File: config.mk
export PLATFORM = sky130hd
export DESIGN_NAME = vn3_lerp
export DESIGN_NICKNAME = d
export VERILOG_FILES = /design/src/design/value_noise_3d_unit_macros.svh /design/src/design/vn3_pkg.sv /design/src/design/vn3_lerp.sv
export SDC_FILE = /design/constraint.sdc
export NUM_CORES = 1
export LEC_CHECK = 0
export BUFFER_PORTS_ARGS = -buffer_cell sky130_fd_sc_hd__clkbuf_2
export CORE_ASPECT_RATIO = 1.75
export CORE_MARGIN = 2
export CORE_UTILIZATION = 51
export DETAILED_ROUTE_END_ITERATION = 8
export PLACE_DENSITY = 0.67
export SLEW_MARGIN = 10
export SYNTH_ARGS = -nofsm -noshare
export SYNTH_HDL_FRONTEND = slang
export SYNTH_SLANG_ARGS = --single-unit
File: constraint.sdc
create_clock -name clock -period 13.7 [get_ports clock]
set_input_delay 0.685 -clock clock [delete_from_list [all_inputs] [get_ports clock]]
set_output_delay 0.685 -clock clock [all_outputs]
set_load 0.01 [all_outputs]
File: src/design/value_noise_3d_unit_macros.svh
// Assertion macros shared by the value noise unit.
`ifndef VALUE_NOISE_3D_UNIT_MACROS_SVH
`define VALUE_NOISE_3D_UNIT_MACROS_SVH

// check a property on every clock edge outside reset
`define VN3_ASSERT(label, clk, rst, prop, msg) \
   label: assert property (@(posedge clk) disable iff (rst) (prop)) else $error(msg);

// check a property on every clock edge, reset included
`define VN3_ASSERT_ALWAYS(label, clk, prop, msg) \
   label: assert property (@(posedge clk) (prop)) else $error(msg);

`endif

File: src/design/vn3_pkg.sv
// Types and constants of the value noise unit.
package vn3_pkg;

   localparam int WORD_W     = 32;
   localparam int VALUE_W    = 24;
   localparam int NUM_DIMS   = 3;
   localparam int NUM_CORNERS = 8;
   localparam int NUM_STAGES = 13;

   localparam logic [WORD_W-1:0] MIX_K1     = 32'h7feb352d;
   localparam logic [WORD_W-1:0] MIX_K2     = 32'h846ca68b;
   localparam logic [WORD_W-1:0] HASH_KX    = 32'h8da6b343;
   localparam logic [WORD_W-1:0] HASH_KY    = 32'hd8163841;
   localparam logic [WORD_W-1:0] HASH_KZ    = 32'hcb1ab31f;
   localparam logic [WORD_W-1:0] SALT_RESET = 32'h68bc21eb;

   localparam logic [NUM_DIMS-1:0][WORD_W-1:0] HASH_K = {HASH_KZ, HASH_KY, HASH_KX};

   typedef struct packed {
      logic mul_a;
      logic mul_b;
      logic mul_c;
      logic mul_d;
      logic value;
   } hash_en_type;

   typedef struct packed {
      logic product;
      logic sum;
   } lerp_en_type;

endpackage

File: src/design/vn3_lerp.sv
// Two-stage fixed-point lerp: signed product, then floor shift and add.
module vn3_lerp
   import vn3_pkg::*;
#(
   parameter int FRAC_BITS = 16
) (
   input  logic                 clock,
   input  lerp_en_type          en,
   input  logic [VALUE_W-1:0]   a,
   input  logic [VALUE_W-1:0]   b,
   input  logic [FRAC_BITS-1:0] t,
   output logic [VALUE_W-1:0]   y
);

   localparam int PROD_W = VALUE_W + FRAC_BITS + 2;

   logic signed [VALUE_W:0]   diff;
   logic signed [PROD_W-1:0]  prod_ff, prod_in;
   logic signed [PROD_W-1:0]  quot;
   logic [VALUE_W-1:0]        a_ff;
   logic [VALUE_W-1:0]        y_ff, y_in;

   always_comb begin
      diff    = $signed({1'b0, b}) - $signed({1'b0, a});
      prod_in = diff * $signed({1'b0, t});
      quot    = prod_ff >>> FRAC_BITS;
      y_in    = a_ff + quot[VALUE_W-1:0];
   end

   always_ff @(posedge clock) begin
      if (en.product) begin
         prod_ff <= prod_in;
         a_ff    <= a;
      end
      if (en.sum) begin
         y_ff <= y_in;
      end
   end

   assign y = y_ff;

endmodule

==> results.yml <==
placement:
  portBuffers: 90
  place_ws_ns: 4.39
  gp_congestion: 0.893
  hpwl_um: 39600
worst_setup_path:
  critPathSlowestCell: "xnor2_2"
  critPathMaxStageDelay_ns: 0.74
  worst-path-buf-inv: 5
  setup.worst_path.end_class: "flip-flop"
  cp_common_cell: "fa_1"
  critPathKind: "primary input to flip-flop"
  critPathTopFamily: "adder cells"
  arrival_ns: 9.14
  start_kind: "primary input"
  worstPathMaxFanout: 16
  cp.required_ns: 13.78
routing:
  first_iter_violations: 640
  drc: 0
  wl_um: 50200
  wire_per_inst_um: 19.5
  route.vias.total: 14480
  drt.antenna.violating_nets: 0
  vias_per_cell: 5.62
  drt_first_pass_iters: 5
floorplanning:
  die_w_um: 150
  pin_count: 91
  dieArea_sq_um: 39000
  fp.dieH_um: 260
  start_util_pct: 51.7
  core-area_sq_um: 36900
  std_cell_rows: 93
timing:
  final.setup.tns_ns: 0
  hold_viol_final: 0
  setup_ws_ns: 4.64
  max_slew_margin_pct: 24.1
  fmax_ghz: 0.110
  period_needed_ns: 9.06
  rsz0062_at_grt: "no"
  post-route-period-util_pct: 66.2
  finalSetupViolations: 0
  final.setup_skew_ns: 0.00528
  worst_pin_slew_ns: 1.13
  fin_hold_ws_ns: 0.540
  slew_violations: 0
clock_tree:
  clock_sinks: 72
  clk_latency_ns: 0.33
  post_cts_buffers: 0
  cts_tree: "done"
  cts_buffers: 9
  cts_resized: 0
  clk_path_buf_depth: 2
  clk_pin_slew_worst_paths_ns: 0.06
  cts-root-buf: "clkbuf_16"
  hold_buffers: 0
  h-tree-depth: 3
grt:
  grt_use_total_pct: 27.3
  grt-ovfl-total: 0
  grt_use_met1_pct: 26.2
  met3_usage_pct: 2.58
  grt_max_degree: 49
  grt_pass1_vias: 16038
  antenna_found_initial: 0
  top_usage_layer: "met2"
  met2_usage_pct: 52.8
  grt_pass1_wl_um: 81100
synthesis:
  syn_nets: 2657
  synth_edf_count: 72
  async_flop_share_pct: 0
  synth_seq_cells: 72
  ys.warnings.count: 0
  syn_avg_cell_area_sq_um: 9.22
  ys_seq_area_share_pct: 11.3
  netlist_instances: 2068
  synth_area_sq_um: 19100
  yosys.cell_types.count: 70
  synth-main-ff-cell: "edfxtp_1"
finish:
  fill_cells: 3316
  drive_above_1_share_pct: 8.57
  nets: 2685
  synthToLayoutAreaGrowth_pct: 6.40
  antenna_cells: 0
run_status:
  status: "finished clean"
worst_hold_path:
  hold_path.class: "primary input to flip-flop"
run:
  cap_violations: 0
-- per-stage QoR --
stage          cells  area, sq um  util, %
2_1_floorplan   2068        19100        -
3_5_place_dp    2560        20000     54.2
3_3_place_gp    2560        20000     54.2
4_1_cts         2576        20300     55.0
6_report        2576        20300     55.0
5_1_grt         2576        20300     55.0
-- logic make-up after synthesis --
kind of cell	synth area share (%)
multiplexers	0.932
AND/OR/NAND/NOR	16.4
XOR/XNOR	3.06
flip-flops	11.3
AO/OA/AOI/OAI	7.58
buffers and inverters	11.5
adder cells (fa/ha/maj)	49.2
-- final timing paths --
check | from | endpoint | slack (ns) | cells past startpoint
hold / removal | a[15] | a_ff[15] | 0.54 | 1
setup reg to reg | a_ff[0] | y[22] | 10.50 | 11
hold reg to reg | prod_ff[16] | y[0] | 0.55 | 1
setup / recovery | a[1] | prod_ff[39] | 4.64 | 31
-- routing by layer --
| layer | up-vias | part of all wire (%) |
|---|---|---|
| li1 | 6404 | - |
| met4 | 0 | 8.5 |
| met2 | 488 | 57 |
| met5 | - | 0 |
| met1 | 7350 | 30 |
| met3 | 238 | 4.2 |
-- state kept, by name, summed over array words and instances (netlist names) --
| name | cells |
|---|---|
| a_ff | 24 |
| prod_ff | 24 |
| y | 24 |
-- worst register-to-register path: stages, from the launching register on --
cell and delay, ns:
edfxtp_1 0.33, ha_1 0.16, inv_1 0.05, fa_1 0.38, nand2b_1 0.15, a21boi_0 0.27, o21ai_0 0.25, a211oi_1 0.46
o21ai_0 0.19, a21boi_1 0.33, o41ai_2 0.15, o311ai_1 0.29
-- layout by cell type (no fill, tap or decap), drive strengths merged, types with 18 or more instances in the layout --
cell type	count
a21oi	45
a31oi	18
and2	141
and3	23
buf	29
clkbuf	99
edfxtp	72
fa	379
ha	143
inv	471
nand2	249
nand2b	35
nand3	28
nand4	20
nor2	41
nor2b	46
nor3	19
o21ai	27
xnor2	44
xor2	20
-- Yosys cell counts (35+ instances only) --
cell	number	area, sq um
nand2b_1	35	219
nor2_1	41	154
inv_1	471	1770
nand2_1	249	935
xnor2_1	44	385
edfxtp_1	72	2160
ha_1	143	1790
nor2b_1	45	282
fa_1	379	7590
a21oi_1	44	220
and2_1	140	876
clkbuf_1	91	342
-- final cells by class --
type | count | area [sq um] | area share, %
Timing Repair Buffer | 119 | 668 | 3.29
Inverter | 472 | 1770 | 8.74
Sequential cell | 72 | 2160 | 10.7
Clock inverter | 7 | 62.6 | 0.308
Clock buffer | 9 | 225 | 1.11
Tap cell | 475 | 594 | 2.93
Multi-Input combinational cell | 1422 | 14800 | 73.0
Power is not shown: default switching activity piles up to over one toggle a cycle in this logic, so the estimate is an artifact.
