[config.mk]
export PLATFORM = sky130hd
export DESIGN_NAME = vn3_hash
export DESIGN_NICKNAME = d
export VERILOG_FILES = /design/src/design/value_noise_3d_unit_macros.svh /design/src/design/vn3_pkg.sv /design/src/design/vn3_hash.sv
export SDC_FILE = /design/constraint.sdc
export NUM_CORES = 2
export LEC_CHECK = 0
export BUFFER_PORTS_ARGS = -buffer_cell sky130_fd_sc_hd__buf_2
export CAP_MARGIN = 20
export CORE_MARGIN = 2
export CORE_UTILIZATION = 55
export CTS_CLUSTER_SIZE = 24
export DETAILED_ROUTE_END_ITERATION = 7
export GPL_ROUTABILITY_DRIVEN = 0
export GPL_TIMING_DRIVEN = 0
export PLACE_DENSITY_LB_ADDON = 0.12
export RECOVER_POWER = 50
export SYNTH_ARGS = -nofsm -noshare
export SYNTH_HDL_FRONTEND = slang
export SYNTH_SLANG_ARGS = --single-unit
export TNS_END_PERCENT = 50
[constraint.sdc]
create_clock -name clock -period 11.6 [get_ports clock]
set_input_delay 0.58 -clock clock [delete_from_list [all_inputs] [get_ports clock]]
set_output_delay 0.58 -clock clock [all_outputs]
set_load 0.01 [all_outputs]
[src/design/value_noise_3d_unit_macros.svh]
// Assertion macros shared by the value noise unit.
`ifndef VALUE_NOISE_3D_UNIT_MACROS_SVH
`define VALUE_NOISE_3D_UNIT_MACROS_SVH

// check a property on every clock edge outside reset
`define VN3_ASSERT(label, clk, rst, prop, msg) \
   label: assert property (@(posedge clk) disable iff (rst) (prop)) else $error(msg);

// check a property on every clock edge, reset included
`define VN3_ASSERT_ALWAYS(label, clk, prop, msg) \
   label: assert property (@(posedge clk) (prop)) else $error(msg);

`endif

[src/design/vn3_pkg.sv]
// Types and constants of the value noise unit.
package vn3_pkg;

   localparam int WORD_W     = 32;
   localparam int VALUE_W    = 24;
   localparam int NUM_DIMS   = 3;
   localparam int NUM_CORNERS = 8;
   localparam int NUM_STAGES = 13;

   localparam logic [WORD_W-1:0] MIX_K1     = 32'h7feb352d;
   localparam logic [WORD_W-1:0] MIX_K2     = 32'h846ca68b;
   localparam logic [WORD_W-1:0] HASH_KX    = 32'h8da6b343;
   localparam logic [WORD_W-1:0] HASH_KY    = 32'hd8163841;
   localparam logic [WORD_W-1:0] HASH_KZ    = 32'hcb1ab31f;
   localparam logic [WORD_W-1:0] SALT_RESET = 32'h68bc21eb;

   localparam logic [NUM_DIMS-1:0][WORD_W-1:0] HASH_K = {HASH_KZ, HASH_KY, HASH_KX};

   typedef struct packed {
      logic mul_a;
      logic mul_b;
      logic mul_c;
      logic mul_d;
      logic value;
   } hash_en_type;

   typedef struct packed {
      logic product;
      logic sum;
   } lerp_en_type;

endpackage

[src/design/vn3_hash.sv]
// One corner lane: double mix of the cell hash, down to a Q0.24 corner value.
module vn3_hash
   import vn3_pkg::*;
(
   input  logic               clock,
   input  hash_en_type        en,
   input  logic [WORD_W-1:0]  salt,
   input  logic [WORD_W-1:0]  hash_word,
   output logic [VALUE_W-1:0] value
);

   logic [WORD_W-1:0]  mul_a_ff, mul_b_ff, mul_c_ff, mul_d_ff;
   logic [WORD_W-1:0]  mul_a_in, mul_b_in, mul_c_in, mul_d_in;
   logic [WORD_W-1:0]  xa, xb, xc, xc_salt, xc_mix, xd, xe;
   logic [VALUE_W-1:0] value_ff, value_in;

   always_comb begin
      xa       = hash_word ^ (hash_word >> 16);
      mul_a_in = xa * MIX_K1;
      xb       = mul_a_ff ^ (mul_a_ff >> 15);
      mul_b_in = xb * MIX_K2;
      xc       = mul_b_ff ^ (mul_b_ff >> 16);
      xc_salt  = xc ^ salt;
      xc_mix   = xc_salt ^ (xc_salt >> 16);
      mul_c_in = xc_mix * MIX_K1;
      xd       = mul_c_ff ^ (mul_c_ff >> 15);
      mul_d_in = xd * MIX_K2;
      xe       = mul_d_ff ^ (mul_d_ff >> 16);
      value_in = xe[WORD_W-1:WORD_W-VALUE_W];
   end

   always_ff @(posedge clock) begin
      if (en.mul_a) begin
         mul_a_ff <= mul_a_in;
      end
      if (en.mul_b) begin
         mul_b_ff <= mul_b_in;
      end
      if (en.mul_c) begin
         mul_c_ff <= mul_c_in;
      end
      if (en.mul_d) begin
         mul_d_ff <= mul_d_in;
      end
      if (en.value) begin
         value_ff <= value_in;
      end
   end

   assign value = value_ff;

endmodule

==> flow_summary_export.csv <==
group,metric,value,unit
yosys,synth.avg_cell_area,10.9,um2
floorplan,design.core.area,0.0683,mm2
clocking,cts_max_path_buffers,2,
yosys,postSynthNetCount,5014,
worst_setup_path,timing.critical_path.cells,"xnor2_1 > xor2_1 > inv_1 > ha_1 > ha_1 > inv_1 > fa_1 > fa_1 > fa_1 > inv_1 > fa_1 > fa_1 > fa_1 > ha_1 > nand3_1 > nor2_1 > nand4_1 > a2111oi_0 > a211oi_1 > nor2b_1 > a41oi_1 > xnor2_1",
worst_setup_path,critical-path-max-stage-delay,0.69,ns
clocking,cts_resized,0,
yosys,post_synth_main_area_contributors,"fa_1 (38%), ha_1 (25%), edfxtp_1 (11%), inv_1 (10%), xnor2_1 (5.3%)",
worst_setup_path,end_point_of_the_critical_path,"mul_c_ff[31]",
global_route,grt_max_degree,33,
placement,place.detailed.hpwl,79100,um
sta,final_hold_violation_count,0,
yosys,ys.warnings.count,0,
yosys,most_used_flip_flop_cell_after_synthesis,"edfxtp_1",
cells_and_area,sequential_cell_area,0.00432,mm2
cells_and_area,nets,5156,
worst_setup_path,reg2reg_slack,3.55,ns
cells_and_area,layout.filler_cells,5734,
sta,worst_clock_skew,0.00877,ns
clocking,clk_transition_reported_paths,0.06,ns
global_route,grt_pass1_vias,27000,
clocking,cts_hold_buffers,0,
clocking,cts_root_buf,"clkbuf_16",
worst_setup_path,worst_r2r_endpoint,"mul_c_ff[31]",
sta,final_max_slew_viol_count,99,
clocking,cts_sinks,144,
placement,port_buf_inserts,93,
yosys,netlist_area,0.0379,mm2
yosys,synth_largest_type_area_fraction,37.8,%
sta,layout_worst_path_cycle_share,69.4,%
floorplan,floorplan.io_pins,94,
yosys,synth_cell_types,61,
cells_and_area,insertedDiodeCount,0,
drt,met2RoutedLength,43200,um
worst_setup_path,path_delay_family,"adder cells",
yosys,synth-edff-count,144,
drt,wirelength,88900,um
floorplan,area_enclosed_by_the_die_boundary,0.0710,mm2
global_route,wire_length_of_the_first_global_routing_pass,145000,um
cells_and_area,layout-drive-gt1-share,4.51,%
worst_setup_path,critical_path_cell_count,22,
global_route,grt_util_all_layers,26.9,%
worst_setup_path,endpoint_kind,"flip-flop",
floorplan,chipHeight,266,um
worst_setup_path,setup.worst_path.start_class,"flip-flop",
run,max-cap-violations,3,
floorplan,die_x,266,um
sta,worstMarginPinSlew,1.75,ns
cells_and_area,multi_input_gate_area_in_the_final_layout,0.0297,mm2
status,status,"finished, violations left",
worst_setup_path,timing.reg2reg.worst_path_depth,22,
drt,detail_route.wl_per_cell,19.8,um
sta,max_freq,0.124,GHz
yosys,cell_type_with_the_highest_aggregate_area_in_the_netlist,"fa_1",
yosys,seq_area_frac_synth,11.4,%
worst_hold_path,timing.hold.worst.class,"flip-flop to flip-flop",
global_route,globalRoute.totalOverflow,0,
sta,rsz0062_at_grt,"no",
cells_and_area,area_growth_syn_to_fin,6.42,%
drt,detailedRoute.firstPassIterationCount,5,
clocking,cts_tree,"built",
sta,min_period,8.05,ns
worst_setup_path,startpoint_of_the_worst_setup_timing_path,"mul_b_ff[4]",
drt,drc_errors,0,
worst_setup_path,worst-endpoint-arrival,8.25,ns
clocking,clock_tree.htree_level_count,4,
yosys,synthesis.instances,3462,
yosys,synth_seq_cells,144,
clocking,cts_setup_buffers,0,
worst_setup_path,cp_slowest_cell,"a2111oi_0",
drt,viasPerCell,5.29,
worst_setup_path,critical_path.max_fanout,5,
clocking,numCtsBuffers,17,
yosys,async_reset_ff_share,0,%
sta,aggregate_negative_setup_slack,0,ns
drt,route.vias.total,23800,
status,violations_in_the_final_reports,"max-capacitance violations, max-slew violations",
worst_setup_path,timing.rr.start,"mul_b_ff[4]",
drt,drt_iter0_drc,1243,
worst_setup_path,crit_top_cell,"fa_1",
worst_setup_path,worst-setup-path-type,"flip-flop to flip-flop",
floorplan,initial_core_util,55.4,%
worst_setup_path,cp_num_buf_inv,3,
global_route,antenna_found_initial,0,
drt,dr_wl_met3,4590,um
sta,worst_slew_margin_rel,-16.6,%
sta,setup_violations,0,
clocking,worst_skew_pair.late_latency,0.47,ns
drt,drt.antenna.violating_nets,0,
worst_setup_path,cp.required,11.81,ns
drt,top_sig_layer,"met4",
drt,m1WireLength,39000,um
floorplan,core.rowCount,96,
-- final cells by class --
type                       instances  area share [%]
sequential                       144            10.7
clock inverter                    10           0.410
inverter                        1027            9.56
clock buffer                      18            1.06
multi-input combinational       2289            73.7
tap                              882            2.74
buffer                             2          0.0186
timing repair buffer             123            1.76
-- cells in the mapped netlist (all sizes together) (3+ instances only) --
library cell  number
a2111oi            6
a211o              6
a211oi            14
a21boi             5
a21o              40
a21oi             76
a31oi              5
a41oi              4
and2               7
and3               5
edfxtp           144
fa               716
ha               766
inv             1027
nand2             34
nand2b            12
nand3             17
nand4              5
nor2              75
nor2b              8
nor3              20
nor4               3
o21a              17
o21ai             34
o21ba              3
o21bai            11
o31ai              6
or2                5
or3                7
xnor2            230
xnor3              3
xor2             121
-- through the flow --
stage / std cells / util (%) / instance area, um2 / setup slack, ns / hold WS, ns
floorplan: 3462 / - / 37900 / 4.32 / 0.400
global placement: 4437 / 57.7 / 39500 / 2.71 / 0.401
detailed placement: 4461 / 58.1 / 39700 / 3.21 / 0.405
CTS: 4489 / 58.9 / 40300 / 3.53 / 0.420
global route: 4495 / 59.0 / 40300 / 3.16 / 0.426
finish: 4495 / 59.0 / 40300 / 3.55 / 0.418
-- worst min path at each step --
stage / cells past startpoint / startpoint / slack (ns) / to
6_report: 0 / mul_d_ff[23] / 0.42 / value[15]
5_1_grt: 0 / mul_d_ff[23] / 0.43 / value[15]
4_1_cts: 0 / mul_d_ff[23] / 0.42 / value[15]
3_5_place_dp: 0 / mul_d_ff[23] / 0.40 / value[15]
3_3_place_gp: 0 / mul_d_ff[23] / 0.40 / value[15]
2_1_floorplan: 0 / mul_d_ff[18] / 0.40 / value[10]
-- flip-flops by register name, summed over array words and instances (netlist names) --
register	count
mul_d_ff	24
mul_b_ff	32
mul_c_ff	32
value	24
mul_a_ff	32
-- cells by family (layout without fill, tap and decap cells) --
family	Yosys count	in the layout	synth area share [%]
adder cells (fa/ha/maj)	1482	1482	63.1
buffers and inverters	1029	1180	10.2
XOR/XNOR	354	354	8.29
AO/OA/AOI/OAI	249	249	4.42
AND/OR/NAND/NOR	203	203	2.54
flip-flops	144	144	11.4
multiplexers	1	1	0.0264
-- layout by cell type (no fill, tap or decap), types with 20 or more instances in the layout --
| master | n |
|---|---|
| xor2_1 | 119 |
| inv_1 | 1026 |
| buf_2 | 88 |
| ha_1 | 766 |
| edfxtp_1 | 144 |
| a21oi_1 | 74 |
| nand2_1 | 34 |
| a21o_1 | 40 |
| xnor2_1 | 229 |
| nor3_1 | 20 |
| o21ai_0 | 34 |
| nor2_1 | 75 |
| buf_4 | 25 |
| fa_1 | 716 |
-- routing by layer --
metal / track usage (%) / up-vias
met5: 0 / -
met4: 7.39 / 0
met3: 4.11 / 117
met2: 45.1 / 532
met1: 36.6 / 12100
li1: - / 11000
Power is not shown: default switching activity piles up to over one toggle a cycle in this logic, so the estimate is an artifact.
